===== config.mk =====
export PLATFORM = sky130hd
export DESIGN_NAME = dpu_pixel_expander_flat
export DESIGN_NICKNAME = d
export VERILOG_FILES = /design/src/hw/rtl/dpu_pkg.sv /design/src/hw/rtl/dpu_out_if.sv /design/src/hw/rtl/dpu_pixel_expander.sv /design/src/flat_wrapper.sv
export SDC_FILE = /design/constraint.sdc
export NUM_CORES = 1
export LEC_CHECK = 0
export ABC_AREA = 1
export ABC_CLOCK_PERIOD_IN_PS = 3500
export BUFFER_PORTS_ARGS = -buffer_cell sky130_fd_sc_hd__buf_2
export CORE_ASPECT_RATIO = 2
export CORE_MARGIN = 5
export CORE_UTILIZATION = 41
export CTS_BUF_LIST = sky130_fd_sc_hd__clkbuf_8
export CTS_CLUSTER_DIAMETER = 100
export DETAILED_ROUTE_END_ITERATION = 8
export GPL_TIMING_DRIVEN = 0
export HOLD_SLACK_MARGIN = 0.06
export PLACE_DENSITY = 0.78
export SLEW_MARGIN = 20
export SYNTH_ARGS = -nofsm -noshare
export SYNTH_HDL_FRONTEND = slang
export SYNTH_SLANG_ARGS = --single-unit

===== constraint.sdc =====
create_clock -name clk -period 3.5 [get_ports clk]
set_input_delay 0 -clock clk [delete_from_list [all_inputs] [get_ports clk]]
set_output_delay 0 -clock clk [all_outputs]
set_load 0.02 [all_outputs]

===== src/hw/rtl/dpu_pkg.sv =====
`default_nettype none

package dpu_pkg;

    // Image limits
    localparam int MAX_WIDTH     = 4096;
    localparam int MAX_HEIGHT    = 4096;
    localparam int PAL_DEPTH_DEF = 256;

    // Register map
    localparam int NUM_REGS = 5;
    localparam int PADDR_W  = $clog2(4 * NUM_REGS);

    localparam logic [2:0] REG_FORMAT = 3'd0;
    localparam logic [2:0] REG_WIDTH  = 3'd1;
    localparam logic [2:0] REG_HEIGHT = 3'd2;
    localparam logic [2:0] REG_PITCH  = 3'd3;
    localparam logic [2:0] REG_BOTTOM = 3'd4;

    // Item opcodes
    localparam logic OP_PAL = 1'b0;
    localparam logic OP_PIX = 1'b1;

    // Pixel formats
    localparam logic [2:0] FMT_1BPP  = 3'd0;
    localparam logic [2:0] FMT_4BPP  = 3'd1;
    localparam logic [2:0] FMT_8BPP  = 3'd2;
    localparam logic [2:0] FMT_16BPP = 3'd3;
    localparam logic [2:0] FMT_24BPP = 3'd4;
    localparam logic [2:0] FMT_32BPP = 3'd5;

    // How a queued byte turns into pixels
    localparam logic [1:0] KIND_MONO   = 2'd0;
    localparam logic [1:0] KIND_PAL    = 2'd1;
    localparam logic [1:0] KIND_DIRECT = 2'd2;

    // Settings in effect, derived from the registers
    typedef struct packed {
        logic [2:0]  fmt;
        logic        fmt_ok;
        logic [12:0] w;
        logic [11:0] wm1;
        logic [12:0] h;
        logic [11:0] hm1;
        logic [14:0] data_bytes;
        logic [14:0] stride;
        logic        bottom_up;
    } cfg_t;

    // One byte's worth of pixels waiting for palette data
    typedef struct packed {
        logic [1:0]  kind;
        logic [2:0]  cnt_m1;
        logic [7:0]  bits;
        logic [23:0] rgb;
        logic [11:0] col;
        logic [11:0] row;
        logic        last_row;
        logic        black0;
        logic        black1;
    } job_t;

    // Palette memory request
    typedef struct packed {
        logic        we;
        logic [7:0]  waddr;
        logic [23:0] wdata;
        logic        re;
        logic [7:0]  raddr0;
        logic [7:0]  raddr1;
    } pal_req_t;

endpackage

`default_nettype wire


===== src/hw/rtl/dpu_out_if.sv =====
`default_nettype none

interface dpu_out_if;
    logic        valid;
    logic        ready;
    logic [7:0]  red;
    logic [7:0]  green;
    logic [7:0]  blue;
    logic [11:0] column;
    logic [11:0] row;
    logic        last_of_run;
    logic        frame_done;

    modport source (
        output valid, red, green, blue, column, row, last_of_run, frame_done,
        input  ready
    );
    modport sink (
        input  valid, red, green, blue, column, row, last_of_run, frame_done,
        output ready
    );
endinterface

`default_nettype wire


===== src/hw/rtl/dpu_pixel_expander.sv =====
`default_nettype none

module dpu_pixel_expander
    import dpu_pkg::*;
(
    input  wire logic  clk,
    input  wire logic  rst_n,
    input  cfg_t       cfg,
    input  wire logic  job_valid,
    input  job_t       job,
    input  wire logic [23:0] rd0,
    input  wire logic [23:0] rd1,
    output logic       job_take,
    dpu_out_if.source  pix_out
);

    logic        ex_valid_reg, ex_valid_next;
    logic [2:0]  remain_reg,   remain_next;
    logic [11:0] col_reg,      col_next;
    logic [11:0] row_reg,      row_next;
    logic [7:0]  bits_reg,     bits_next;
    logic [1:0]  kind_reg,     kind_next;
    logic [23:0] cur_reg,      cur_next;
    logic [23:0] alt_reg,      alt_next;
    logic        lrow_reg,     lrow_next;

    logic out_fire;
    logic run_end;

    assign out_fire = ex_valid_reg && pix_out.ready;
    assign run_end  = (remain_reg == 3'd0);
    assign job_take = job_valid && (!ex_valid_reg || (out_fire && run_end));

    // Load a byte's pixels, then step through them one per taken item
    always_comb
    begin
        ex_valid_next = ex_valid_reg;
        remain_next   = remain_reg;
        col_next      = col_reg;
        row_next      = row_reg;
        bits_next     = bits_reg;
        kind_next     = kind_reg;
        cur_next      = cur_reg;
        alt_next      = alt_reg;
        lrow_next     = lrow_reg;

        if (job_take)
        begin
            ex_valid_next = 1'b1;
            remain_next   = job.cnt_m1;
            col_next      = job.col;
            row_next      = job.row;
            bits_next     = job.bits;
            kind_next     = job.kind;
            lrow_next     = job.last_row;
            alt_next      = job.black1 ? 24'd0 : rd1;
            case (job.kind)
                KIND_MONO: cur_next = {24{job.bits[7]}};
                KIND_PAL:  cur_next = job.black0 ? 24'd0 : rd0;
                default:   cur_next = job.rgb;
            endcase
        end
        else if (out_fire)
        begin
            if (run_end)
                ex_valid_next = 1'b0;
            else
            begin
                remain_next = remain_reg - 3'd1;
                col_next    = col_reg + 12'd1;
                bits_next   = {bits_reg[6:0], 1'b0};
                cur_next    = (kind_reg == KIND_MONO) ? {24{bits_reg[6]}} : alt_reg;
            end
        end
    end

    always_ff @(posedge clk or negedge rst_n)
    begin
        if (!rst_n)
            ex_valid_reg <= 1'b0;
        else
            ex_valid_reg <= ex_valid_next;
    end

    always_ff @(posedge clk)
    begin
        remain_reg <= remain_next;
        col_reg    <= col_next;
        row_reg    <= row_next;
        bits_reg   <= bits_next;
        kind_reg   <= kind_next;
        cur_reg    <= cur_next;
        alt_reg    <= alt_next;
        lrow_reg   <= lrow_next;
    end

    // Output register drives the channel
    assign pix_out.valid       = ex_valid_reg;
    assign pix_out.red         = cur_reg[23:16];
    assign pix_out.green       = cur_reg[15:8];
    assign pix_out.blue        = cur_reg[7:0];
    assign pix_out.column      = col_reg;
    assign pix_out.row         = row_reg;
    assign pix_out.last_of_run = run_end;
    assign pix_out.frame_done  = lrow_reg && (col_reg == cfg.wm1);

endmodule

`default_nettype wire


===== src/flat_wrapper.sv =====
// flat-port wrapper written by rule: the top's interface ports become plain ports
module dpu_pixel_expander_flat import dpu_pkg::*;
  (clk, rst_n, cfg, job_valid, job, rd0, rd1, job_take, pix_out_valid, pix_out_red, pix_out_green, pix_out_blue, pix_out_column, pix_out_row, pix_out_last_of_run, pix_out_frame_done, pix_out_ready);
  dpu_out_if pix_out_i ();
  input  wire logic clk;
  input  wire logic rst_n;
  input  cfg_t cfg;
  input  wire logic job_valid;
  input  job_t job;
  input  wire logic [23:0] rd0;
  input  wire logic [23:0] rd1;
  output logic job_take;
  output wire logic [$bits(pix_out_i.valid)-1:0] pix_out_valid;
  output wire logic [$bits(pix_out_i.red)-1:0] pix_out_red;
  output wire logic [$bits(pix_out_i.green)-1:0] pix_out_green;
  output wire logic [$bits(pix_out_i.blue)-1:0] pix_out_blue;
  output wire logic [$bits(pix_out_i.column)-1:0] pix_out_column;
  output wire logic [$bits(pix_out_i.row)-1:0] pix_out_row;
  output wire logic [$bits(pix_out_i.last_of_run)-1:0] pix_out_last_of_run;
  output wire logic [$bits(pix_out_i.frame_done)-1:0] pix_out_frame_done;
  input wire logic [$bits(pix_out_i.ready)-1:0] pix_out_ready;
  assign pix_out_valid = pix_out_i.valid;
  assign pix_out_red = pix_out_i.red;
  assign pix_out_green = pix_out_i.green;
  assign pix_out_blue = pix_out_i.blue;
  assign pix_out_column = pix_out_i.column;
  assign pix_out_row = pix_out_i.row;
  assign pix_out_last_of_run = pix_out_i.last_of_run;
  assign pix_out_frame_done = pix_out_i.frame_done;
  assign pix_out_i.ready = pix_out_ready;
  dpu_pixel_expander u_core (.clk(clk), .rst_n(rst_n), .cfg(cfg), .job_valid(job_valid), .job(job), .rd0(rd0), .rd1(rd1), .job_take(job_take), .pix_out(pix_out_i));
endmodule

==> qor.yml <==
status: "complete, no violations"
placed_area_sq_um: 5570
syn_inst: 514
yosysSeqAreaShare: 0.582
clock-sinks: 86
synth_most_common_cell: "nand2_1"
netlist_area_sq_um: 4430
synth_top_family_by_area: "simple AND/OR/NAND/NOR gates"
clock-skew-final_ns: 0.0130
timing.final.setup_violations: 0
portBuffers: 179
period_share: 0.683
num_vias: 4494
first_global_vias: 4654
synth_top_area_share: 0.576
ios: 253
wl_um: 14200
worstSetupPathType: "reg -> out"
yosys.cell_types.count: 23
dp.final_hpwl_um: 10100
antenna_left: 0
syn-num-nets: 718
antenna_found_initial: 0
grt_first_pass_wirelength_um: 22100
syn_area_per_cell_sq_um: 8.62
cts_made_buffers: 9
track_usage: 0.213
final_hold_viol_count: 0
cap_viol_max_count: 0
synth_ff_type: "edfxtp_1"
wl_per_cell_um: 14.9
crit_start: "u_core.remain_reg[0]$_DFFE_PP_"
synthAdderAreaFrac: 0.00847
r2r-start: "u_core.remain_reg[0]$_DFFE_PP_"
drc: 0
synth_async_sr_flop_share: 0.0116
synth_top_area_cell: "edfxtp_1"
leakage_nw: 3.33
path_max_fanout: 49
grt_start_max_net_pins: 50
intPower_mw: 2.63
slew_headroom: 0.597
r2r_slack_ns: 1.38
fillers: 865
r2r_end: "u_core.pix_out.row[4]$_DFFE_PP_"
cp-endpoint: "job_take"
yosysWarnings: 0
nNetsFinal: 1014
ys_ff_latch: 86
cp-end-kind: "output pin"
drive_above_1_share: 0.265
worstPathRequired_ns: 3.50
postCtsSetupRepairBufs: 0
synth_compound_area_frac: 0.0466
fmaxAchievable_mhz: 419
cts_tree: "yes"
p_sw_mw: 1.67
synth_edf_count: 85
muxShareOfSynthArea: 0
start_util: 0.420
ctsHoldBuffers: 104
p_clk_frac: 0.155
seqPwrFrac: 0.435
clock_latency_ns: 0.35
synthTopCellsByCount: "nand2_1 (222), edfxtp_1 (85), inv_1 (47)"
path_clk_slew_ns: 0.09
swShare: 0.388
grt_remaining_overflow: 0
die_y_um: 157
die-area_sq_um: 13100
postLayoutCellArea_sq_um: 6800
cts-root-buf: "clkbuf_8"
arrival_ns: 2.39
dpl_worst_slack_ns: 1.39
setup_ws_ns: 1.11
synth-xor-area-share: 0.0198
rows: 53
finalMaxSlewViolations: 0
drt-pass1-iter-count: 5
rr_worst_depth: 7
final_util: 0.645
ir_worst_vdd_uv: 334
tightest_slew_ns: 0.605
cp-start-kind: "flop"
drt_iter0_drc: 258
holdWs_ns: 0.0787
cts.repair.resized: 0
routabilityCongestion: 0.945
cts.path.max_buffers: 2
area_growth_pct: 53.4
synth_area_leaders: "edfxtp_1 (58%), nand2_1 (19%), inv_1 (4.0%)"
p_per_area_nw_per_um2: 631
cts_max_level: 3
power_mw: 4.29
p_comb_frac: 0.410
min_path_type: "in -> reg"
coreArea_sq_um: 10500
synth_simple_gate_area_frac: 0.272
die_w_um: 83.5
period_minus_slack_ns: 2.39
via_per_inst: 4.72
rsz0062_at_grt: "no"
power by group through the flow:
stage	logic, mW	registers (mW)	clock network, mW
after floorplan	0.754	2.14	0
after global placement	1.54	1.90	0
after detailed placement	1.65	1.89	0
after CTS	1.75	1.87	0.681
after global routing	1.93	1.90	0.730
final	1.76	1.87	0.668
through the flow:
step | cells | TNS (ns)
after floorplan | 514 | 0
after global placement | 830 | -41.50
after detailed placement | 832 | 0
after CTS | 952 | 0
after global routing | 952 | 0
final | 953 | 0
worst max-delay path, stage by stage (launching register included):
cell and delay [ns]:
edfxtp_1 0.41, inv_1 0.10, ha_1 0.15, nand2_1 0.11, o21ai_2 0.16, nand2_2 0.11, inv_2 0.15, buf_4 0.52
buf_2 0.28
metal layers:
metal / share of wire / vias up / wire length [um] / global-route usage
li1: - / 2242 / - / -
met1: 0.38 / 1999 / 5320 / 0.230
met2: 0.52 / 224 / 7320 / 0.393
met3: 0.076 / 29 / 1080 / 0.0534
met4: 0.031 / 0 / 439 / 0.0928
met5: 0 / - / 0 / 0
cell usage in the layout, fill, tap and decap left out:
master         synthesis  final
dlygate4sd3_1          0    104
xnor2_1                4      4
o21ai_1                4      4
buf_4                  4      4
nand2_1              222    222
clkinvlp_4             0      2
buf_2                  7    186
nor2_2                 1      1
xor2_1                 6      6
clkbuf_1              10     10
clkinv_2               0      2
a21oi_1                2      1
inv_1                 47     48
buf_6                  3      3
dfrtp_1                1      1
nand2_2                1      1
buf_16                 0      2
nand4_1                3      3
nor2_1                40     40
nand3_1               35     35
clkinv_4               0      1
ha_1                   3      3
diode_2                0      1
inv_2                  1      1
o21ai_0               32     32
o21a_1                 1      1
nor3_4                 1      1
o21ai_2                1      1
a21oi_4                0      1
bufinv_16              0      1
clkbuf_8               0      9
edfxtp_1              85     85
cell families after synthesis:
group	Yosys count
and+or+nand+nor	303
DFF	86
buffers and inverters	72
AOI/OAI and AO/OA	40
xor gates and xnor gates	10
adders and majority gates	3
how the worst min path moves through the flow:
stage	cells past startpoint	startpoint	end	slack [ns]
after detailed placement	1	rst_n	u_core.pix_out.valid$_DFFE_PN0P_	-0.22
after CTS	5	rd0[4]	u_core.cur_reg[4]$_DFFE_PP_	0.06
after global routing	5	rd0[4]	u_core.cur_reg[4]$_DFFE_PP_	0.08
final	5	rd0[4]	u_core.cur_reg[4]$_DFFE_PP_	0.08
after floorplan	0	rst_n	u_core.pix_out.valid$_DFFE_PN0P_	-0.30
after global placement	1	rst_n	u_core.pix_out.valid$_DFFE_PN0P_	-0.22
final cells by class:
class	count	area, sq um	area share
Antenna cell	1	2.50	0.000368
Tap cell	137	171	0.0252
Sequential cell	86	2580	0.379
Timing Repair Buffer	285	1990	0.293
Inverter	48	180	0.0265
Multi-Input combinational cell	356	1550	0.228
Buffer	24	136	0.0201
Clock inverter	7	67.6	0.00994
Clock buffer	9	124	0.0182
No activity file was read; power rests on OpenSTA's default activity.
