--- src/hw/rtl/dpu_pkg.sv ---
`default_nettype none

package dpu_pkg;

    // Image limits
    localparam int MAX_WIDTH     = 4096;
    localparam int MAX_HEIGHT    = 4096;
    localparam int PAL_DEPTH_DEF = 256;

    // Register map
    localparam int NUM_REGS = 5;
    localparam int PADDR_W  = $clog2(4 * NUM_REGS);

    localparam logic [2:0] REG_FORMAT = 3'd0;
    localparam logic [2:0] REG_WIDTH  = 3'd1;
    localparam logic [2:0] REG_HEIGHT = 3'd2;
    localparam logic [2:0] REG_PITCH  = 3'd3;
    localparam logic [2:0] REG_BOTTOM = 3'd4;

    // Item opcodes
    localparam logic OP_PAL = 1'b0;
    localparam logic OP_PIX = 1'b1;

    // Pixel formats
    localparam logic [2:0] FMT_1BPP  = 3'd0;
    localparam logic [2:0] FMT_4BPP  = 3'd1;
    localparam logic [2:0] FMT_8BPP  = 3'd2;
    localparam logic [2:0] FMT_16BPP = 3'd3;
    localparam logic [2:0] FMT_24BPP = 3'd4;
    localparam logic [2:0] FMT_32BPP = 3'd5;

    // How a queued byte turns into pixels
    localparam logic [1:0] KIND_MONO   = 2'd0;
    localparam logic [1:0] KIND_PAL    = 2'd1;
    localparam logic [1:0] KIND_DIRECT = 2'd2;

    // Settings in effect, derived from the registers
    typedef struct packed {
        logic [2:0]  fmt;
        logic        fmt_ok;
        logic [12:0] w;
        logic [11:0] wm1;
        logic [12:0] h;
        logic [11:0] hm1;
        logic [14:0] data_bytes;
        logic [14:0] stride;
        logic        bottom_up;
    } cfg_t;

    // One byte's worth of pixels waiting for palette data
    typedef struct packed {
        logic [1:0]  kind;
        logic [2:0]  cnt_m1;
        logic [7:0]  bits;
        logic [23:0] rgb;
        logic [11:0] col;
        logic [11:0] row;
        logic        last_row;
        logic        black0;
        logic        black1;
    } job_t;

    // Palette memory request
    typedef struct packed {
        logic        we;
        logic [7:0]  waddr;
        logic [23:0] wdata;
        logic        re;
        logic [7:0]  raddr0;
        logic [7:0]  raddr1;
    } pal_req_t;

endpackage

`default_nettype wire

--- src/hw/rtl/dpu_cfg_regs.sv ---
`default_nettype none

module dpu_cfg_regs
    import dpu_pkg::*;
(
    input  wire logic               clk,
    input  wire logic               rst_n,
    input  wire logic               psel,
    input  wire logic               penable,
    input  wire logic               pwrite,
    input  wire logic [PADDR_W-1:0] paddr,
    input  wire logic [31:0]        pwdata,
    output logic      [31:0]        prdata,
    output logic                    pready,
    output cfg_t                    cfg,
    output logic                    cfg_restart,
    output logic                    cfg_hold
);

    logic [2:0]  fmt_reg;
    logic [12:0] width_reg;
    logic [12:0] height_reg;
    logic [14:0] pitch_reg;
    logic        bu_reg;
    logic        hold_reg;
    cfg_t        cfg_reg;
    cfg_t        cfg_next;

    logic        wr;
    logic [2:0]  idx;
    logic [14:0] pitch_sat;
    logic [14:0] db_round;

    assign pready = 1'b1;
    assign idx    = paddr[PADDR_W-1:2];
    assign wr     = psel && penable && pwrite;

    // Register writes
    always_ff @(posedge clk or negedge rst_n)
    begin
        if (!rst_n)
        begin
            fmt_reg    <= FMT_8BPP;
            width_reg  <= 13'd1;
            height_reg <= 13'd1;
            pitch_reg  <= 15'd0;
            bu_reg     <= 1'b1;
        end
        else if (wr)
        begin
            case (idx)
                REG_FORMAT: fmt_reg    <= pwdata[2:0];
                REG_WIDTH:  width_reg  <= pwdata[12:0];
                REG_HEIGHT: height_reg <= pwdata[12:0];
                REG_PITCH:  pitch_reg  <= pwdata[14:0];
                REG_BOTTOM: bu_reg     <= pwdata[0];
                default:    ;
            endcase
        end
    end

    // Read back
    always_comb
    begin
        case (idx)
            REG_FORMAT: prdata = {29'd0, fmt_reg};
            REG_WIDTH:  prdata = {19'd0, width_reg};
            REG_HEIGHT: prdata = {19'd0, height_reg};
            REG_PITCH:  prdata = {17'd0, pitch_reg};
            REG_BOTTOM: prdata = {31'd0, bu_reg};
            default:    prdata = 32'd0;
        endcase
    end

    // Settings in effect: clamped sizes, row data length and stride
    always_comb
    begin
        cfg_next           = '0;
        cfg_next.fmt       = fmt_reg;
        cfg_next.fmt_ok    = (fmt_reg inside {[FMT_1BPP:FMT_32BPP]});
        cfg_next.bottom_up = bu_reg;

        if (width_reg == 13'd0)
            cfg_next.w = 13'd1;
        else if ({19'd0, width_reg} > 32'(MAX_WIDTH))
            cfg_next.w = 13'(MAX_WIDTH);
        else
            cfg_next.w = width_reg;

        if (height_reg == 13'd0)
            cfg_next.h = 13'd1;
        else if ({19'd0, height_reg} > 32'(MAX_HEIGHT))
            cfg_next.h = 13'(MAX_HEIGHT);
        else
            cfg_next.h = height_reg;

        cfg_next.wm1 = 12'(cfg_next.w - 13'd1);
        cfg_next.hm1 = 12'(cfg_next.h - 13'd1);

        case (fmt_reg)
            FMT_1BPP:  cfg_next.data_bytes = (15'(cfg_next.w) + 15'd7) >> 3;
            FMT_4BPP:  cfg_next.data_bytes = (15'(cfg_next.w) + 15'd1) >> 1;
            FMT_8BPP:  cfg_next.data_bytes = 15'(cfg_next.w);
            FMT_16BPP: cfg_next.data_bytes = 15'(cfg_next.w) << 1;
            FMT_24BPP: cfg_next.data_bytes = 15'(cfg_next.w) + (15'(cfg_next.w) << 1);
            FMT_32BPP: cfg_next.data_bytes = 15'(cfg_next.w) << 2;
            default:   cfg_next.data_bytes = 15'd1;
        endcase

        db_round  = (cfg_next.data_bytes + 15'd3) & ~15'd3;
        pitch_sat = ({17'd0, pitch_reg} > 32'(4 * MAX_WIDTH)) ? 15'(4 * MAX_WIDTH)
                                                                : pitch_reg;
        if (pitch_reg == 15'd0)
            cfg_next.stride = db_round;
        else if (pitch_sat < cfg_next.data_bytes)
            cfg_next.stride = cfg_next.data_bytes;
        else
            cfg_next.stride = pitch_sat;
    end

    // Derived settings are registered after a write; hold input until they settle
    always_ff @(posedge clk or negedge rst_n)
    begin
        if (!rst_n)
        begin
            cfg_reg  <= '0;
            hold_reg <= 1'b1;
        end
        else
        begin
            cfg_reg  <= cfg_next;
            hold_reg <= wr;
        end
    end

    assign cfg         = cfg_reg;
    assign cfg_hold    = hold_reg;
    assign cfg_restart = wr && ({29'd0, idx} < 32'(NUM_REGS));

endmodule

`default_nettype wire

--- config.mk ---
export PLATFORM = sky130hd
export DESIGN_NAME = dpu_cfg_regs
export DESIGN_NICKNAME = d
export VERILOG_FILES = /design/src/hw/rtl/dpu_pkg.sv /design/src/hw/rtl/dpu_cfg_regs.sv
export SDC_FILE = /design/constraint.sdc
export NUM_CORES = 1
export LEC_CHECK = 0
export BUFFER_PORTS_ARGS = -buffer_cell sky130_fd_sc_hd__buf_2
export CAP_MARGIN = 25
export CORE_MARGIN = 2
export CORE_UTILIZATION = 40
export CTS_CLUSTER_SIZE = 25
export DETAILED_ROUTE_END_ITERATION = 16
export MAX_ROUTING_LAYER = met4
export PLACE_DENSITY = 0.64
export REMOVE_ABC_BUFFERS = 1
export SYNTH_ARGS = -nofsm -noshare
export SYNTH_HDL_FRONTEND = slang
export SYNTH_SLANG_ARGS = --single-unit
--- constraint.sdc ---
create_clock -name clk -period 4.8 [get_ports clk]
set_clock_uncertainty 0.1 [all_clocks]
set_input_delay 0.48 -clock clk [delete_from_list [all_inputs] [get_ports clk]]
set_output_delay 0.48 -clock clk [all_outputs]
set_load 0.05 [all_outputs]
==> results.toml, run 1 <==
[final_layout]
fin_cells = 1282
antenna_cells = 0
finalNetCount = 1086
n_fill_cell = 1811
regArea_mm2 = 0.00328
multi_input_area_mm2 = 0.00448
largest_reg_flops = 85
drive_gt1_share_pct = 39.6
syn_to_final_growth_pct = 30.2

[synthesis]
synth_edf_count = 0
ys_types = 87
avgSynthCellArea_um2 = 10.1
yosysWarnings = 0
synth-seq-cells = 131
async_reset_ff_share_pct = 100
netlist_area_mm2 = 0.00799
ys.flop_type = "dfrtp_1"
ys_seq_area_share_pct = 41.1
syn-instance-count = 791

[clock_tree]
cts.path.max_buffers = 2
numCtsBuffers = 17
clk_pin_slew_worst_paths_ns = 0.07
clock_sinks = 131
root_buffer = "clkbuf_16"
clock_latency_ns = 0.44
cts_hold_buf = 0
htree_levels = 4
cts_tree = "yes"

[global_routing]
grt.overflow.total = 0
antenna_found_initial = 0
grt_pass1_vias = 6679
grt_usage_pct = 22.5
grt_pass1_wl_mm = 36.6
grt_max_degree = 85

[setup_path]
end_kind = "flip-flop"
critPathKind = "reg2reg"
cp_max_fo = 8
r2r_start = "width_reg[4]$_DFFE_PN0P_"
crit_required_ns = 5.01
ff2ff_path_depth = 22
cp-start-kind = "flip-flop"
rrSetupSlack_ns = 0.13
cp.arrival_ns = 4.88
worstReg2RegEnd = "cfg[2]$_DFF_PN0_"

[detailed_routing]
first_pass_iters = 4
wl_per_cell_um = 17.9
vias = 6850
drc = 0
avgViaCountPerCell = 5.34
drt_wl_total_mm = 22.9
drtAntennaViolNets = 0
drt-initial-drc-count = 483

[outcome]
outcome = "finished, violations left"
violations = "negative hold slack"

[placement]
portBuffers = 124
gp_congestion = 0.946
post-dp-hpwl_mm = 17.1
dp.cells = 1240

[floorplanning]
rows = 51
die_x_um = 145
ios = 162
core_mm2 = 0.0195
die-area_mm2 = 0.0211
die_h_um = 145
initial_core_util_pct = 40.9

[sta]
hold_viol = 11
post-route-min-period_ns = 4.67
tightestPinTransition_ns = 1.10
hold_slack_ns = -0.00751
slew_headroom_pct = 26.4
slew_violations = 0
finalSetupViolCount = 0
fin_crit_sh_pct = 97.3
max_freq_mhz = 214

[hold_path]
holdCritPathClass = "in2async"

[power_and_ir_drop]
p_leak_nw = 4.94
power_per_cell_area_mw_per_mm2 = 595
power.total_w = 0.00619
peakVddDrop_mv = 0.332

[flow_run]
cap_viol_max_count = 0
[final cells by class]
type | instances | share of cell area [%]
Tap cell | 265 | 3.19
Sequential cell | 131 | 31.6
Clock buffer | 17 | 4.09
Inverter | 42 | 1.54
Clock inverter | 15 | 1.73
Multi-Input combinational cell | 568 | 43.0
Timing Repair Buffer | 244 | 14.9
[worst max-delay path: stages, from the launching register on]
cell	delay (ns)
dfrtp_1	0.41
nor4_4	0.40
a31oi_4	0.14
or2_4	0.29
inv_4	0.06
ha_4	0.14
buf_6	0.12
a21oi_2	0.09
o21ai_1	0.18
xor2_1	0.33
a211oi_2	0.14
and3_4	0.21
ha_1	0.29
a21oi_1	0.07
nor2b_1	0.10
o21ai_1	0.08
a21oi_2	0.14
nor2_1	0.06
a221o_1	0.44
a21oi_4	0.29
buf_6	0.16
mux2i_2	0.21
nor2_1	0.06
[cells by family after synthesis]
group                    synth area share, %
AO/OA/AOI/OAI                           12.9
XOR/XNOR                                3.73
adder cells (fa/ha/maj)                 6.36
buffers and inverters                   6.42
flip-flops                              41.1
multiplexers                            10.8
other                                 0.0940
AND/OR/NAND/NOR                         18.6
[synth_stat cells, types with 6 or more instances]
library cell,instances,area share [%]
a21o_1,8,0.75
a21oi_1,23,1.4
a22oi_1,12,1.1
a31oi_1,6,0.47
and2_1,7,0.55
and3_1,6,0.47
buf_4,21,2.0
clkbuf_1,34,1.6
dfrtp_1,126,39
ha_1,39,6.1
inv_1,42,2.0
mux2_2,58,8.2
mux2i_1,13,1.6
nand2_1,43,2.0
nand2b_1,16,1.3
nand3_1,19,1.2
nand4_1,10,0.78
nor2_1,50,2.3
nor2b_1,32,2.5
nor3_1,13,0.81
nor3b_1,8,0.75
nor4_1,18,1.4
o21a_1,6,0.56
o21ai_0,18,1.1
o311ai_0,6,0.66
xnor2_1,24,2.6
xor2_1,10,1.1
[layer usage]
metal  wire length, um  part of all wire (%)  GRT usage (%)
met1             10500                    46           30.0
met2             10500                    46           35.0
met3              1350                   5.9           4.04
met4               601                   2.6           7.01
met5                 0                     0              -
[cells in the final DEF, fill, tap and decap left out, types with 15 or more instances in the layout]
cell type  synthesis  final
a21oi_1           23     17
o21ai_0           18     15
ha_1              39     36
nand3_1           19     19
nand2_1           43     43
xnor2_1           24     24
conb_1             2     18
dfrtp_1          126    126
nand2b_1          16     15
clkbuf_16          0     17
nor2_1            50     50
nor2b_1           32     30
nor4_1            18     15
buf_2              5    123
mux2_2            58     58
buf_4             21    115
inv_1             42     39
[worst max path at each step]
stage / slack (ns) / endpoint / depth (start not counted) / from
2_1_floorplan: -0.42 / cfg[8]$_DFF_PN0_ / 19 / width_reg[3]$_DFFE_PN0P_
3_3_place_gp: -0.26 / cfg[14]$_DFF_PN0_ / 21 / width_reg[0]$_DFFE_PN1P_
3_5_place_dp: -0.34 / cfg[14]$_DFF_PN0_ / 21 / width_reg[0]$_DFFE_PN1P_
4_1_cts: 0.01 / cfg[6]$_DFF_PN0_ / 22 / width_reg[10]$_DFFE_PN0P_
5_1_grt: -0.12 / cfg[2]$_DFF_PN0_ / 22 / width_reg[4]$_DFFE_PN0P_
6_report: 0.13 / cfg[2]$_DFF_PN0_ / 22 / width_reg[4]$_DFFE_PN0P_
[repair_timing]
action	CTS	global route
endpoints found under the setup margin	15	15
cloned	0	0
pin swaps	7	28
setup buffers	1	12
gates resized for setup	18	39
[power by group]
| group | total [W] | switching (W) | internal [W] |
|---|---|---|---|
| sequential | 0.00159 | 0.000177 | 0.00141 |
| combinational | 0.00328 | 0.00211 | 0.00117 |
| clock | 0.00132 | 0.000610 | 0.000705 |
| total | 0.00619 | 0.00290 | 0.00329 |
[stage by stage]
stage	util [%]	setup TNS (ns)	setup slack [ns]	area (um^2)
CTS	52.1	0	0.00971	10200
detailed placement	48.6	-4.13	-0.345	9480
floorplan	-	-3.29	-0.420	7690
global route	53.3	-0.833	-0.121	10400
global placement	48.6	-3.12	-0.256	9480
finish	53.3	0	0.129	10400
Note: power is estimated with default switching activity, not from simulation.
==> inputs of run 2 (changes only) <==
Settings changed: BUFFER_PORTS_ARGS -buffer_cell sky130_fd_sc_hd__buf_2 to -buffer_cell sky130_fd_sc_hd__clkbuf_2, CORE_MARGIN 2 to default, GPL_ROUTABILITY_DRIVEN from default to 0.
==> run 2 against run 1 <==
Compared with the run above:
- the flow still finishes with violations (negative hold slack)
- total power is 1.2% lower
- final cell count is 0.39% lower
- first-iteration DRC count fell by 5.2%
- clock-buffer cell count unchanged
- highest routed layer unchanged
- critical path type unchanged
- clock power down 5%
- maximum frequency down 0.68%
- die area decreased by 2.7%
- setup slack worse by 0.032 ns
- worst hold slack lost 0.0059 ns
- sequential power barely moved
- global-route usage rose by 0.76 points
- non-clock buffer count fell by 6
==> results.toml, run 2 (synthesized netlist as in run 1, its figures left out) <==
[floorplanning]
die_h_um = 143
die-area_mm2 = 0.0205
ios = 162
core_mm2 = 0.0195
initial_core_util_pct = 40.9
die_x_um = 143
rows = 51

[clock_tree]
cts.path.max_buffers = 2
cts_tree = "yes"
clock_sinks = 131
clock_latency_ns = 0.43
root_buffer = "clkbuf_16"
numCtsBuffers = 17
htree_levels = 4
cts_hold_buf = 0
clk_pin_slew_worst_paths_ns = 0.07

[final_layout]
mostFrequentLayoutCells = "dfrtp_1 (126), clkbuf_2 (123), buf_4 (111)"
syn_to_final_growth_pct = 28.9
final_common_cell = "dfrtp_1"
antenna_cells = 0
largest_reg_flops = 85
multi_input_area_mm2 = 0.00445
n_fill_cell = 1861
finalNetCount = 1081
drive_gt1_share_pct = 38.6
regArea_mm2 = 0.00328
final_cell_area_mm2 = 0.0103
fin_util_pct = 52.7

[detailed_routing]
first_pass_iters = 5
wl_per_cell_um = 17.8
avgViaCountPerCell = 5.33
drtAntennaViolNets = 0
drt_wl_total_mm = 22.7
vias = 6811
drt-initial-drc-count = 458
drc = 0

[setup_path]
rrSetupSlack_ns = 0.1
endpoint = "cfg[4]$_DFF_PN0_"
cp_max_fo = 5
end_kind = "flip-flop"
worstSetupStartpoint = "width_reg[0]$_DFFE_PN1P_"
crit_required_ns = 5.04
worstReg2RegEnd = "cfg[4]$_DFF_PN0_"
critPathKind = "reg2reg"
r2r_start = "width_reg[0]$_DFFE_PN1P_"
ff2ff_path_depth = 22
cp-start-kind = "flip-flop"
cp.arrival_ns = 4.94

[global_routing]
grt_max_degree = 82
grt_usage_pct = 23.2
grt_pass1_vias = 6452
grt_pass1_wl_mm = 35.3
antenna_found_initial = 0
grt.overflow.total = 0

[sta]
tightestPinTransition_ns = 0.927
slew_headroom_pct = 37.9
fin_crit_sh_pct = 98.0
grt_setup_unrepaired = "yes"
hold_slack_ns = -0.0134
slew_violations = 0
max_freq_mhz = 213
hold_viol = 8
post-route-min-period_ns = 4.70
finalSetupViolCount = 0

[flow_run]
cap_viol_max_count = 0

[placement]
placement.cell_area_mm2 = 0.00944
portBuffers = 124
post-dp-hpwl_mm = 16.7

[hold_path]
holdCritPathClass = "in2async"

[power_and_ir_drop]
p_leak_nw = 4.87
peakVddDrop_mv = 0.281
power_per_cell_area_mw_per_mm2 = 593

[outcome]
outcome = "finished, violations left"
violations = "negative hold slack"
## run 2: cell count changes in the layout (fill, tap and decap cells not counted), moves of 3 or more
cell	before	now
buf_2	123	0
clkbuf_2	0	123
clkinv_8	5	0
buf_4	115	111
buf_6	6	3
## run 2: power by group
part | total [W] | internal, W | switching (W)
clock network | 0.00126 | 0.000685 | 0.000570
registers | 0.00160 | 0.00141 | 0.000190
logic | 0.00325 | 0.00114 | 0.00211
## run 2: cell type report
class,instances,share of cell area (%)
Multi-Input combinational cell,569,43.2
Sequential cell,131,31.9
Timing Repair Buffer,238,14.6
Clock buffer,17,4.13
Tap cell,265,3.22
Inverter,42,1.56
Clock inverter,15,1.35
## run 2: how the worst min path moves through the flow
stage / slack [ns] / start / end / depth (start not counted)
5_1_grt: 0.04 / rst_n / cfg[29]$_DFF_PN0_ / 1
4_1_cts: 0.02 / rst_n / cfg[29]$_DFF_PN0_ / 1
2_1_floorplan: 0.08 / rst_n / cfg[0]$_DFF_PN0_ / 0
6_report: -0.01 / rst_n / cfg[15]$_DFF_PN0_ / 1
3_3_place_gp: 0.30 / bu_reg$_DFFE_PN1P_ / cfg[0]$_DFF_PN0_ / 0
3_5_place_dp: 0.30 / bu_reg$_DFFE_PN1P_ / cfg[0]$_DFF_PN0_ / 0
## run 2: critical path: stages, from the launching register on
cell and delay (ns):
dfstp_2 0.55, nor4_4 0.06, a31oi_4 0.15, or2_4 0.17
inv_4 0.04, ha_4 0.16, fa_2 0.39, and3b_2 0.24
o31ai_4 0.30, buf_4 0.17, a21oi_2 0.05, xnor2_1 0.14
o2111a_2 0.28, ha_1 0.28, o21a_1 0.13, nor2_1 0.06
a21oi_2 0.12, nor2_1 0.06, a221o_2 0.46, a21oi_4 0.25
buf_6 0.14, mux2i_2 0.06, a221oi_2 0.26
## run 2: routing by layer
metal / GRT usage, % / vias up / wire [um]
met1: 31.7 / 3278 / 10400
met3: 4.23 / 46 / 1330
met5: - / - / 0
met4: 8.79 / 0 / 599
li1: - / 3226 / -
met2: 34.3 / 261 / 10500
## run 2: per-stage QoR
stage	hold slack, ns	instances	TNS [ns]	power (W)	setup WS, ns
after floorplan	0.0844	741	-3.29	0.00364	-0.420
after global routing	0.0370	1277	-0.653	0.00645	-0.0788
after CTS	0.0159	1268	0	0.00599	0.000566
after detailed placement	0.304	1233	-2.67	0.00467	-0.270
final	-0.0134	1277	0	0.00611	0.0965
after global placement	0.299	1233	-1.35	0.00464	-0.165
## run 2: repair_timing
action,4_1_cts,5_1_grt
gates resized for setup,10,35
setup buffers,2,8
cloned,1,0
endpoints found under the setup margin,15,15
pin swaps,4,20
