`config.mk`:
```
export PLATFORM = sky130hd
export DESIGN_NAME = dpu_row_tracker_flat
export DESIGN_NICKNAME = d
export VERILOG_FILES = /design/src/hw/rtl/dpu_pkg.sv /design/src/hw/rtl/dpu_in_if.sv /design/src/hw/rtl/dpu_row_tracker.sv /design/src/flat_wrapper.sv
export SDC_FILE = /design/constraint.sdc
export NUM_CORES = 1
export LEC_CHECK = 0
export BUFFER_PORTS_ARGS = -buffer_cell sky130_fd_sc_hd__buf_2
export CAP_MARGIN = 30
export CORE_MARGIN = 1.5
export CORE_UTILIZATION = 50
export DETAILED_ROUTE_END_ITERATION = 6
export PLACE_DENSITY = 0.8
export SYNTH_ARGS = -nofsm -noshare
export SYNTH_HDL_FRONTEND = slang
export SYNTH_SLANG_ARGS = --single-unit
```
`constraint.sdc`:
```
create_clock -name clk -period 10 [get_ports clk]
set_input_delay 0.5 -clock clk [delete_from_list [all_inputs] [get_ports clk]]
set_output_delay 0.5 -clock clk [all_outputs]
set_load 0.03 [all_outputs]
```
`src/hw/rtl/dpu_pkg.sv`:
```
`default_nettype none

package dpu_pkg;

    // Image limits
    localparam int MAX_WIDTH     = 4096;
    localparam int MAX_HEIGHT    = 4096;
    localparam int PAL_DEPTH_DEF = 256;

    // Register map
    localparam int NUM_REGS = 5;
    localparam int PADDR_W  = $clog2(4 * NUM_REGS);

    localparam logic [2:0] REG_FORMAT = 3'd0;
    localparam logic [2:0] REG_WIDTH  = 3'd1;
    localparam logic [2:0] REG_HEIGHT = 3'd2;
    localparam logic [2:0] REG_PITCH  = 3'd3;
    localparam logic [2:0] REG_BOTTOM = 3'd4;

    // Item opcodes
    localparam logic OP_PAL = 1'b0;
    localparam logic OP_PIX = 1'b1;

    // Pixel formats
    localparam logic [2:0] FMT_1BPP  = 3'd0;
    localparam logic [2:0] FMT_4BPP  = 3'd1;
    localparam logic [2:0] FMT_8BPP  = 3'd2;
    localparam logic [2:0] FMT_16BPP = 3'd3;
    localparam logic [2:0] FMT_24BPP = 3'd4;
    localparam logic [2:0] FMT_32BPP = 3'd5;

    // How a queued byte turns into pixels
    localparam logic [1:0] KIND_MONO   = 2'd0;
    localparam logic [1:0] KIND_PAL    = 2'd1;
    localparam logic [1:0] KIND_DIRECT = 2'd2;

    // Settings in effect, derived from the registers
    typedef struct packed {
        logic [2:0]  fmt;
        logic        fmt_ok;
        logic [12:0] w;
        logic [11:0] wm1;
        logic [12:0] h;
        logic [11:0] hm1;
        logic [14:0] data_bytes;
        logic [14:0] stride;
        logic        bottom_up;
    } cfg_t;

    // One byte's worth of pixels waiting for palette data
    typedef struct packed {
        logic [1:0]  kind;
        logic [2:0]  cnt_m1;
        logic [7:0]  bits;
        logic [23:0] rgb;
        logic [11:0] col;
        logic [11:0] row;
        logic        last_row;
        logic        black0;
        logic        black1;
    } job_t;

    // Palette memory request
    typedef struct packed {
        logic        we;
        logic [7:0]  waddr;
        logic [23:0] wdata;
        logic        re;
        logic [7:0]  raddr0;
        logic [7:0]  raddr1;
    } pal_req_t;

endpackage

`default_nettype wire

```
`src/hw/rtl/dpu_in_if.sv`:
```
`default_nettype none

interface dpu_in_if;
    logic        valid;
    logic        ready;
    logic        opcode;
    logic [7:0]  data_byte;
    logic [7:0]  palette_index;
    logic [23:0] palette_color;

    modport source (
        output valid, opcode, data_byte, palette_index, palette_color,
        input  ready
    );
    modport sink (
        input  valid, opcode, data_byte, palette_index, palette_color,
        output ready
    );
endinterface

`default_nettype wire

```
`src/hw/rtl/dpu_row_tracker.sv`:
```
`default_nettype none

module dpu_row_tracker
    import dpu_pkg::*;
#(
    parameter int PALETTE_DEPTH = PAL_DEPTH_DEF
)
(
    input  wire logic clk,
    input  wire logic rst_n,
    dpu_in_if.sink    pix_in,
    input  cfg_t      cfg,
    input  wire logic cfg_restart,
    input  wire logic cfg_hold,
    input  wire logic job_take,
    output logic      job_valid,
    output job_t      job,
    output pal_req_t  pal_req
);

    // Position state
    logic [13:0] bir_reg,     bir_next;
    logic [12:0] col_reg,     col_next;
    logic [12:0] row_reg,     row_next;
    logic [23:0] partial_reg, partial_next;
    logic [1:0]  bip_reg,     bip_next;
    logic        jv_reg,      jv_next;
    job_t        job_reg,     job_next;

    logic        accept;
    logic        pix_go;
    logic        in_data;
    logic        job_new;
    logic        emit_direct;
    logic        row_end;
    logic [14:0] bir_inc;
    logic [12:0] col_rem;
    logic [2:0]  cnt_m1;
    logic [3:0]  col_adv;
    logic [1:0]  bip_last;
    logic [23:0] p_new;
    logic [23:0] rgb_direct;
    logic [7:0]  b;
    logic [7:0]  idx0;
    logic [7:0]  idx1;

    assign b            = pix_in.data_byte;
    assign pix_in.ready = !cfg_hold && (!jv_reg || job_take);
    assign accept       = pix_in.valid && pix_in.ready;
    assign pix_go       = accept && (pix_in.opcode == OP_PIX) && cfg.fmt_ok
                          && (row_reg < cfg.h);
    assign in_data      = ({1'b0, bir_reg} < cfg.data_bytes);
    assign bir_inc      = {1'b0, bir_reg} + 15'd1;
    assign row_end      = (bir_inc >= cfg.stride);

    // Palette writes and lookups
    assign idx0 = (cfg.fmt == FMT_4BPP) ? {4'd0, b[7:4]} : b;
    assign idx1 = {4'd0, b[3:0]};

    always_comb
    begin
        pal_req.we     = accept && (pix_in.opcode == OP_PAL)
                         && ({1'b0, pix_in.palette_index} < 9'(PALETTE_DEPTH));
        pal_req.waddr  = pix_in.palette_index;
        pal_req.wdata  = pix_in.palette_color;
        pal_req.re     = pix_go;
        pal_req.raddr0 = idx0;
        pal_req.raddr1 = idx1;
    end

    // Pixels this byte yields in the packed modes
    always_comb
    begin
        col_rem = cfg.w - col_reg;
        case (cfg.fmt)
            FMT_1BPP: cnt_m1 = (col_rem >= 13'd8) ? 3'd7 : (col_rem[2:0] - 3'd1);
            FMT_4BPP: cnt_m1 = (col_rem >= 13'd2) ? 3'd1 : 3'd0;
            default:  cnt_m1 = 3'd0;
        endcase
        col_adv = {1'b0, cnt_m1} + 4'd1;
    end

    // Multi-byte pixel assembly, bytes arrive low first
    always_comb
    begin
        case (cfg.fmt)
            FMT_16BPP: bip_last = 2'd1;
            FMT_24BPP: bip_last = 2'd2;
            default:   bip_last = 2'd3;
        endcase
        case (bip_reg)
            2'd0:    p_new = partial_reg | {16'd0, b};
            2'd1:    p_new = partial_reg | {8'd0, b, 8'd0};
            2'd2:    p_new = partial_reg | {b, 16'd0};
            default: p_new = partial_reg;
        endcase
        if (cfg.fmt == FMT_16BPP)
            rgb_direct = {p_new[14:10], 3'd0, p_new[9:5], 3'd0, p_new[4:0], 3'd0};
        else
            rgb_direct = p_new;
        emit_direct = (bip_reg == bip_last);
    end

    always_comb
    begin
        case (cfg.fmt)
            FMT_1BPP, FMT_4BPP, FMT_8BPP: job_new = pix_go && in_data;
            default:                      job_new = pix_go && in_data && emit_direct;
        endcase
    end

    // Position update
    always_comb
    begin
        bir_next     = bir_reg;
        col_next     = col_reg;
        row_next     = row_reg;
        partial_next = partial_reg;
        bip_next     = bip_reg;

        if (cfg_restart)
        begin
            bir_next     = 14'd0;
            col_next     = 13'd0;
            row_next     = 13'd0;
            partial_next = 24'd0;
            bip_next     = 2'd0;
        end
        else if (pix_go)
        begin
            if (in_data)
            begin
                if (cfg.fmt inside {FMT_1BPP, FMT_4BPP, FMT_8BPP})
                    col_next = col_reg + 13'(col_adv);
                else if (emit_direct)
                begin
                    col_next     = col_reg + 13'd1;
                    partial_next = 24'd0;
                    bip_next     = 2'd0;
                end
                else
                begin
                    partial_next = p_new;
                    bip_next     = bip_reg + 2'd1;
                end
            end
            if (row_end)
            begin
                bir_next     = 14'd0;
                col_next     = 13'd0;
                partial_next = 24'd0;
                bip_next     = 2'd0;
                row_next     = row_reg + 13'd1;
            end
            else
                bir_next = bir_inc[13:0];
        end
    end

    always_ff @(posedge clk or negedge rst_n)
    begin
        if (!rst_n)
        begin
            bir_reg     <= 14'd0;
            col_reg     <= 13'd0;
            row_reg     <= 13'd0;
            partial_reg <= 24'd0;
            bip_reg     <= 2'd0;
            jv_reg      <= 1'b0;
        end
        else
        begin
            bir_reg     <= bir_next;
            col_reg     <= col_next;
            row_reg     <= row_next;
            partial_reg <= partial_next;
            bip_reg     <= bip_next;
            jv_reg      <= jv_next;
        end
    end

    // Job slot, waits here while the palette read completes
    always_comb
    begin
        jv_next = jv_reg;
        if (job_new)
            jv_next = 1'b1;
        else if (job_take)
            jv_next = 1'b0;

        job_next = job_reg;
        if (job_new)
        begin
            case (cfg.fmt)
                FMT_1BPP:           job_next.kind = KIND_MONO;
                FMT_4BPP, FMT_8BPP: job_next.kind = KIND_PAL;
                default:            job_next.kind = KIND_DIRECT;
            endcase
            job_next.cnt_m1   = cnt_m1;
            job_next.bits     = b;
            job_next.rgb      = rgb_direct;
            job_next.col      = col_reg[11:0];
            job_next.row      = cfg.bottom_up ? (cfg.hm1 - row_reg[11:0]) : row_reg[11:0];
            job_next.last_row = (row_reg[11:0] == cfg.hm1);
            job_next.black0   = ({1'b0, idx0} >= 9'(PALETTE_DEPTH));
            job_next.black1   = ({1'b0, idx1} >= 9'(PALETTE_DEPTH));
        end
    end

    always_ff @(posedge clk)
    begin
        job_reg <= job_next;
    end

    assign job_valid = jv_reg;
    assign job       = job_reg;

endmodule

`default_nettype wire

```
`src/flat_wrapper.sv`:
```
// flat-port wrapper written by rule: the top's interface ports become plain ports
module dpu_row_tracker_flat import dpu_pkg::*;
#(
    parameter int PALETTE_DEPTH = PAL_DEPTH_DEF
)
  (clk, rst_n, cfg, cfg_restart, cfg_hold, job_take, job_valid, job, pal_req, pix_in_valid, pix_in_opcode, pix_in_data_byte, pix_in_palette_index, pix_in_palette_color, pix_in_ready);
  dpu_in_if pix_in_i ();
  input  wire logic clk;
  input  wire logic rst_n;
  input  cfg_t cfg;
  input  wire logic cfg_restart;
  input  wire logic cfg_hold;
  input  wire logic job_take;
  output logic job_valid;
  output job_t job;
  output pal_req_t pal_req;
  input wire logic [$bits(pix_in_i.valid)-1:0] pix_in_valid;
  input wire logic [$bits(pix_in_i.opcode)-1:0] pix_in_opcode;
  input wire logic [$bits(pix_in_i.data_byte)-1:0] pix_in_data_byte;
  input wire logic [$bits(pix_in_i.palette_index)-1:0] pix_in_palette_index;
  input wire logic [$bits(pix_in_i.palette_color)-1:0] pix_in_palette_color;
  output wire logic [$bits(pix_in_i.ready)-1:0] pix_in_ready;
  assign pix_in_i.valid = pix_in_valid;
  assign pix_in_i.opcode = pix_in_opcode;
  assign pix_in_i.data_byte = pix_in_data_byte;
  assign pix_in_i.palette_index = pix_in_palette_index;
  assign pix_in_i.palette_color = pix_in_palette_color;
  assign pix_in_ready = pix_in_i.ready;
  dpu_row_tracker #(.PALETTE_DEPTH(PALETTE_DEPTH)) u_core (.clk(clk), .rst_n(rst_n), .pix_in(pix_in_i), .cfg(cfg), .cfg_restart(cfg_restart), .cfg_hold(cfg_hold), .job_take(job_take), .job_valid(job_valid), .job(job), .pal_req(pal_req));
endmodule
```
==> results of run 1 <==
[cells in the final DEF, fill, tap and decap left out, types with 17 or more instances in the layout]
cell type    n
buf_2      165
inv_1       83
edfxtp_1    62
ha_1        75
o21a_1      23
a21o_1      19
clkbuf_16   17
nor2_1      60
dfrtp_1     67
nor2b_1     23
o31ai_1     26
nand3_1     22
nand2_1     79
a21oi_1     59
o21ai_0     46
[final cells by class]
class | count | area (sq um)
flip-flops and latches | 129 | 3538
clock inverters | 15 | 160.2
multi-input cells | 647 | 4433
well taps | 225 | 281.5
fillers | 1478 | 7141
inverters | 83 | 311.5
repair buffers | 173 | 885.9
clock buffers | 17 | 425.4
[cells by family (layout without fill, tap and decap cells)]
kind of cell,Yosys count,after routing,share of synthesized area
simple gates,285,285,0.1647
compound gates,238,238,0.1824
buf+inv,157,288,0.08831
flops,129,129,0.4061
fa+ha+maj,78,78,0.1146
xor+xnor,25,25,0.02513
mux,15,15,0.01838
other cells,1,6,0.0004304
[routing by layer]
| metal | vias to the layer above | track usage | routed length, um |
|---|---|---|---|
| met1 | 3451 | 0.3000 | 9162 |
| li1 | 3557 | - | - |
| met5 | - | 0 | 0 |
| met3 | 45 | 0.04617 | 1189 |
| met2 | 271 | 0.3835 | 10010 |
| met4 | 0 | 0.08363 | 399 |
[power by group]
group          switching, mW  internal, mW  total, mW
registers             0.0263         0.601      0.627
clock network          0.279         0.335      0.614
logic                  0.226         0.132      0.358
[per-stage QoR]
stage          setup WS [ns]  power, mW  std cells
3_5_place_dp           5.158     0.9887       1256
2_1_floorplan          2.939     0.9120        933
5_1_grt                4.823      1.672       1289
4_1_cts                5.103      1.605       1288
3_3_place_gp           5.255     0.9744       1256
6_report               5.118      1.600       1289
[worst max path at each step]
stage / from / end / slack [ns]
global placement: cfg[75] / u_core.col_reg[6] / 5.26
global route: u_core.col_reg[7] / u_core.col_reg[10] / 4.82
floorplan: cfg[53] / u_core.job[10] / 2.94
detailed placement: u_core.col_reg[1] / u_core.col_reg[6] / 5.16
finish: u_core.col_reg[1] / u_core.col_reg[6] / 5.12
CTS: u_core.col_reg[1] / u_core.col_reg[6] / 5.10
[worst register-to-register path: cells and delay by family (launching register included)]
kind                     cells  cell delay, ns
buffers and inverters        1            0.13
AO/OA/AOI/OAI                7            1.66
adder cells (fa/ha/maj)      3            0.93
AND/OR/NAND/NOR              6            1.59
flip-flops                   1            0.49
==> flow_summary.ini, run 1 <==
[floorplanning]
core_sq_um = 17180
start_util = 0.5073
chipWidth_um = 135.0
fp-row-count = 48
fp.dieH_um = 135.0
die_area_sq_um = 18230
io_pins = 248

[synthesis]
synth-seq-cells = 129
synth_edf_count = 62
synth_warnings = 0
synth_cell_types = 60
synth.top_cells.by_count = 83 x inv_1, 79 x nand2_1, 75 x ha_1, 67 x dfrtp_1, 62 x edfxtp_1
postSynthAreaPerCell_sq_um = 9.389
ys_seq_area_frac = 0.4061
netlist_instances = 928
synth_most_common_cell = inv_1
synthFlopType = dfrtp_1
synth_top_area_share = 0.2137
async_flop_share = 0.5194
yosys-top-cells-area = edfxtp_1 21%, dfrtp_1 19%, ha_1 11%
yosysTopAreaCell = edfxtp_1
netlist_area_sq_um = 8713

[critical_path]
reg2reg_depth = 17
max_stage_delay_ns = 0.49
path_buf_inv = 1
cp_slowest_cell = dfrtp_1
r2r_slack_ns = 5.12
cp-end-kind = flop
worstPathRequired_ns = 10.34
crit_type = reg2reg
path_cells = inv_1 -> ha_1 -> nor2b_1 -> o31a_1 -> o21a_1 -> o2111ai_1 -> a21oi_1 -> or4_1 -> nand4_1 -> o21ai_0 -> ha_1 -> fa_1 -> nand2b_1 -> a31oi_1 -> nand4_1 -> or4_1 -> a21oi_1
critPathArrivalTime_ns = 5.22
cp-start-kind = flop
r2r_end = u_core.col_reg[6]
cp_max_fo = 7
timing.rr.start = u_core.col_reg[1]
cp.depth = 17
cp_top_family = compound AO/OA/AOI/OAI gates

[clock_network]
cts_setup_buffers = 0
clock-sinks = 129
cts_buffers = 17
htreeDepth = 4
cts_root_buf = clkbuf_16
ctsResizeCount = 0
clk_latency_ns = 0.43
path_clk_slew_ns = 0.06
cts_tree = yes
cts_hold_buf = 0
clock_path_buffers = 2

[status]
status = finished clean

[finish]
fin_util = 0.5843
fin_area_sq_um = 10040
drive_above_1_share = 0.2096
antenna_cells = 0
nets = 1261
area_growth_pct = 15.18
largest_reg_flops = 62

[timing]
fin_crit_sh = 0.4882
finalCriticalPeriod_ns = 4.882
hold_viol = 0
slew_headroom = 0.3387
fin_skew_ns = 0.01250
finalSetupViolations = 0
rsz0062_at_grt = no
slew_viol_final = 0
tightest_slew_ns = 0.9920
fmax_mhz = 204.9
tns_ns = 0
whs_ns = 0.2754

[route]
drt-initial-drc-count = 497
wirelength_um = 20760
drc = 0
avgViaCountPerCell = 5.682
wl_per_cell_um = 16.11
drtPass1Iterations = 5
vias = 7324
ant_nets = 0

[placement]
port_buffers = 165
gp_congestion = 0.8392
hpwl_um = 14980
place_area_sq_um = 9443

[power]
p_leak_nw = 4.675
ir_drop_mv = 0.1188
power_density_nw_per_um2 = 159.4

[grt]
grt_pass1_vias = 6913
grt_pass1_wl_um = 33090
gr-usage-all-layers = 0.2309
grt_overflow = 0
antenna_found_initial = 0
grt_max_degree = 68

[job]
drv_cap = 0

[hold_path]
hold_class = in2async
No activity file was read; power rests on OpenSTA's default activity.
==> run 2: changes to the inputs <==
==> constraint.sdc (replaced) <==
create_clock -name clk -period 5.1 [get_ports clk]
set_input_delay 0.255 -clock clk [delete_from_list [all_inputs] [get_ports clk]]
set_output_delay 0.255 -clock clk [all_outputs]
set_load 0.03 [all_outputs]
==> flow_summary.ini, run 2 (same netlist as run 1, synthesis figures left out) <==
[status]
status = finished clean

[floorplanning]
chipWidth_um = 135.0
fp.dieH_um = 135.0
start_util = 0.5073
die_area_sq_um = 18230
core_sq_um = 17180
fp-row-count = 48
io_pins = 248

[finish]
nets = 1263
final_common_cell = buf_2
seq_area_sq_um = 3538
fin_area_sq_um = 10080
nFillCells = 1470
final_cell_mix = 165 x buf_2, 83 x inv_1, 79 x nand2_1, 75 x ha_1, 67 x dfrtp_1
area_growth_pct = 15.67
multiInputGateArea_sq_um = 4446
largest_reg_flops = 62
drive_above_1_share = 0.2120

[timing]
rsz0062_at_grt = no
tightest_slew_ns = 0.9185
finalSetupViolations = 0
slew_viol_final = 0
finalCriticalPeriod_ns = 4.677
fin_skew_ns = 0.01300
fmax_mhz = 213.8
fin_crit_sh = 0.9171
slew_headroom = 0.3877
hold_viol = 0
tns_ns = 0

[placement]
gp_congestion = 0.8257
port_buffers = 165
hpwl_um = 14680
place_area_sq_um = 9477

[route]
drc = 0
avgViaCountPerCell = 5.616
drtPass1Iterations = 7
ant_nets = 0
wirelength_um = 20250
vias = 7256
drt-initial-drc-count = 597
wl_per_cell_um = 15.67

[clock_network]
cts_root_buf = clkbuf_16
path_clk_slew_ns = 0.06
htreeDepth = 4
cts_buffers = 17
clock-sinks = 129
clk_latency_ns = 0.43
cts_tree = yes
clock_path_buffers = 2

[grt]
grt_pass1_wl_um = 32170
antenna_found_initial = 1
gr-usage-all-layers = 0.2241
grt_overflow = 0
grt_max_degree = 68
grt_pass1_vias = 6566

[power]
ir_drop_mv = 0.2582
p_leak_nw = 4.684
power_density_nw_per_um2 = 310.8

[critical_path]
timing.rr.start = u_core.col_reg[7]
cp-start-kind = flop
crit_type = reg2reg
reg2reg_depth = 17
r2r_slack_ns = 0.42
cp_max_fo = 7
cp-end-kind = flop
r2r_end = u_core.col_reg[6]
critPathArrivalTime_ns = 5.02
worstPathRequired_ns = 5.44

[job]
drv_cap = 0

[hold_path]
hold_class = in2async
-- run 2: layer usage --
metal  part of all wire  global-route usage
met5                  0                   0
met4              0.015             0.06571
met3              0.058             0.04279
met2               0.48              0.3689
met1               0.44              0.3019
-- run 2: area by class of cell --
cell class              count  share of cell area
clock inverters            15             0.01589
inverters                  83             0.03091
clock buffers              17             0.04221
well taps                 225             0.02793
diodes                      1           0.0002483
multi-input cells         647              0.4411
repair buffers            175             0.09063
flip-flops and latches    129              0.3511
-- run 2: worst max-delay path by stage --
stage | start | end | slack (ns) | cells past startpoint
floorplan | u_core.row_reg[10] | u_core.job[10] | 0.45 | 7
global placement | u_core.col_reg[7] | u_core.col_reg[6] | 0.48 | 17
detailed placement | u_core.col_reg[7] | u_core.col_reg[10] | 0.41 | 17
CTS | u_core.col_reg[7] | u_core.col_reg[10] | 0.37 | 17
global route | u_core.col_reg[7] | u_core.col_reg[6] | 0.12 | 17
finish | u_core.col_reg[7] | u_core.col_reg[6] | 0.42 | 17
-- run 2: worst max-delay path: stages, from the launching register on --
cell       delay (ns)
dfrtp_1          0.46
inv_1            0.09
ha_1             0.44
o21a_1           0.22
nand2_1          0.06
o21ai_0          0.22
o2111ai_1        0.20
and3_1           0.18
or4_1            0.51
nand4_1          0.20
o21ai_0          0.13
ha_1             0.23
fa_1             0.41
nand2b_1         0.17
a31oi_2          0.36
nand4_1          0.17
or4_1            0.41
a21oi_1          0.15
-- run 2: per-stage QoR --
step	util	worst slack, ns	instances	hold slack, ns	total power [mW]
finish	0.5868	0.4228	1292	0.04741	3.132
global route	0.5868	0.1203	1292	0.1061	3.283
CTS	0.5858	0.3745	1290	0.07312	3.141
detailed placement	0.5517	0.4106	1258	0.4666	1.942
global placement	0.5517	0.4825	1258	0.4602	1.917
floorplan	-	0.4543	933	-0.04059	1.788
-- run 2: report_power, final --
group	leakage (nW)	total, mW	switching, mW	internal, mW
clock network	0.286	1.20	0.543	0.655
registers	1.48	1.23	0.0472	1.18
logic	2.92	0.708	0.443	0.265
-- run 2: what timing repair did --
action / in CTS / in global routing
endpoints found under the setup margin: 0 / 2
hold buffers: 0 / 0
gates resized for setup: 0 / 1
setup buffers: 0 / 0
hold endpoints to repair: 0 / 0
==> run 3: changes to the inputs <==
--- a/config.mk
+++ b/config.mk
@@ -7,10 +7,13 @@
 export LEC_CHECK = 0
 export BUFFER_PORTS_ARGS = -buffer_cell sky130_fd_sc_hd__buf_2
 export CAP_MARGIN = 30
+export CELL_PAD_IN_SITES_DETAIL_PLACEMENT = 1
+export CELL_PAD_IN_SITES_GLOBAL_PLACEMENT = 2
 export CORE_MARGIN = 1.5
-export CORE_UTILIZATION = 50
+export CORE_UTILIZATION = 32
 export DETAILED_ROUTE_END_ITERATION = 6
-export PLACE_DENSITY = 0.8
+export PLACE_DENSITY = 0.85
+export SLEW_MARGIN = 20
 export SYNTH_ARGS = -nofsm -noshare
 export SYNTH_HDL_FRONTEND = slang
 export SYNTH_SLANG_ARGS = --single-unit
==> flow_summary.ini, run 3 (same netlist as run 1, synthesis figures left out) <==
[floorplanning]
start_util = 0.3251
fp-row-count = 60
core_sq_um = 26800
fp.dieH_um = 168.0
io_pins = 248
die_area_sq_um = 28230
chipWidth_um = 168.0

[grt]
gr-usage-all-layers = 0.1768
antenna_found_initial = 1
grt_overflow = 0
grt_max_degree = 68
grt_pass1_vias = 7432
grt_pass1_wl_um = 39590

[power]
ir_drop_mv = 0.1734
power_density_nw_per_um2 = 312.2
p_leak_nw = 4.709

[timing]
finalSetupViolations = 0
layout_setup_ws_ns = 0.4554
finalCriticalPeriod_ns = 4.645
fin_crit_sh = 0.9107
fmax_mhz = 215.3
slew_viol_final = 0
whs_ns = 0.1379
tightest_slew_ns = 0.9544
hold_viol = 0
fin_skew_ns = 0.02133
slew_headroom = 0.3637

[job]
drv_cap = 0

[hold_path]
hold_class = in2reg
min_from = pix_in_data_byte[4]
hold_end = u_core.job[55]
whs_path_depth = 1

[placement]
hpwl_um = 18170
gp_congestion = 0.8262
port_buffers = 165
place_area_sq_um = 9632
post-place-ws_ns = 0.3267
dp_cells = 1377

[route]
wl_per_cell_um = 17.43
vias = 7338
avgViaCountPerCell = 5.197
ant_nets = 0
drt-initial-drc-count = 320
wirelength_um = 24610
drtPass1Iterations = 5
drc = 0

[critical_path]
cp_slowest_cell = or4_1
cp-start-kind = flop
path_cells = inv_1 -> ha_1 -> o21a_1 -> nand2_1 -> o21ai_0 -> o2111ai_1 -> and3_1 -> or4_1 -> nand4_1 -> o21ai_0 -> ha_1 -> fa_1 -> nand2b_1 -> a31oi_4 -> nand4_1 -> or4_1 -> a21oi_1
reg2reg_depth = 17
max_stage_delay_ns = 0.52
critPathArrivalTime_ns = 4.99
crit_type = reg2reg
r2r_end = u_core.col_reg[6]
cp_top_family = simple AND/OR/NAND/NOR gates
worstPathRequired_ns = 5.45
cp_max_fo = 7
r2r_slack_ns = 0.46
cp-end-kind = flop
path_buf_inv = 1
timing.rr.start = u_core.col_reg[7]

[clock_network]
cts_root_buf = clkbuf_16
clk_latency_ns = 0.44
clock_path_buffers = 2
cts_tree = yes
clock-sinks = 129
cts_buffers = 17
cts_setup_buffers = 0
htreeDepth = 4
path_clk_slew_ns = 0.07

[finish]
nets = 1267
finalNonFillerCells = 1412
final_common_cell = buf_2
final_cell_mix = 165 x buf_2, 83 x inv_1, 79 x nand2_1, 75 x ha_1, 67 x dfrtp_1
area_growth_pct = 17.92
fin_area_sq_um = 10270
largest_reg_flops = 62
drive_above_1_share = 0.2140
nFillCells = 3147

[status]
status = finished clean
==> run 3: changes by cell type in the layout (fill, tap and decap cells not counted), sizes merged <==
cell	delta
bufinv	+1
inv	+1
clkinvlp	+1
dlygate4sd3	+1
buf	+3
clkinv	-3
==> run 3: repair_timing <==
action                                  4_1_cts  5_1_grt
gates resized for setup                       0        2
endpoints found under the setup margin        0        4
hold endpoints to repair                      0       21
hold buffers                                  0        1
==> run 3: power by group <==
| part | internal (mW) | switching, mW |
|---|---|---|
| Clock | 0.696 | 0.549 |
| Combinational | 0.269 | 0.466 |
| Sequential | 1.18 | 0.0491 |
| Total | 2.14 | 1.06 |
==> run 3: metal layers <==
metal,vias up,GRT usage,routed length [um]
met4,0,0.05366,394
met3,28,0.02680,834
li1,3560,-,-
met1,3600,0.2368,11750
met2,150,0.2942,11630
met5,-,0,0
==> run 3: cell type report <==
class,instances,area [sq um],share of cell area
antenna,1,2.502,0.0002435
clock buffer,17,425.4,0.04140
clock inverter,15,162.7,0.01583
inverter,83,311.5,0.03032
multi-input combinational,647,4454,0.4335
sequential,129,3538,0.3444
tap,341,426.7,0.04152
timing repair buffer,179,953.4,0.09279
==> run 3: per-stage QoR <==
step	total power, mW	utilization	TNS [ns]
floorplan	1.788	-	0
global placement	1.949	0.3591	0
detailed placement	1.971	0.3594	0
CTS	3.230	0.3813	0
global route	3.378	0.3834	-0.05325
finish	3.208	0.3834	0
==> run 3: how the worst max path moves through the flow <==
stage	start	endpoint	slack, ns	cells past startpoint
floorplan	u_core.row_reg[10]	u_core.job[10]	0.45	7
global placement	u_core.col_reg[7]	u_core.col_reg[10]	0.38	17
detailed placement	u_core.col_reg[7]	u_core.col_reg[10]	0.33	17
CTS	u_core.col_reg[7]	u_core.col_reg[6]	0.29	17
global route	u_core.col_reg[0]	u_core.col_reg[5]	-0.05	18
finish	u_core.col_reg[7]	u_core.col_reg[6]	0.46	17
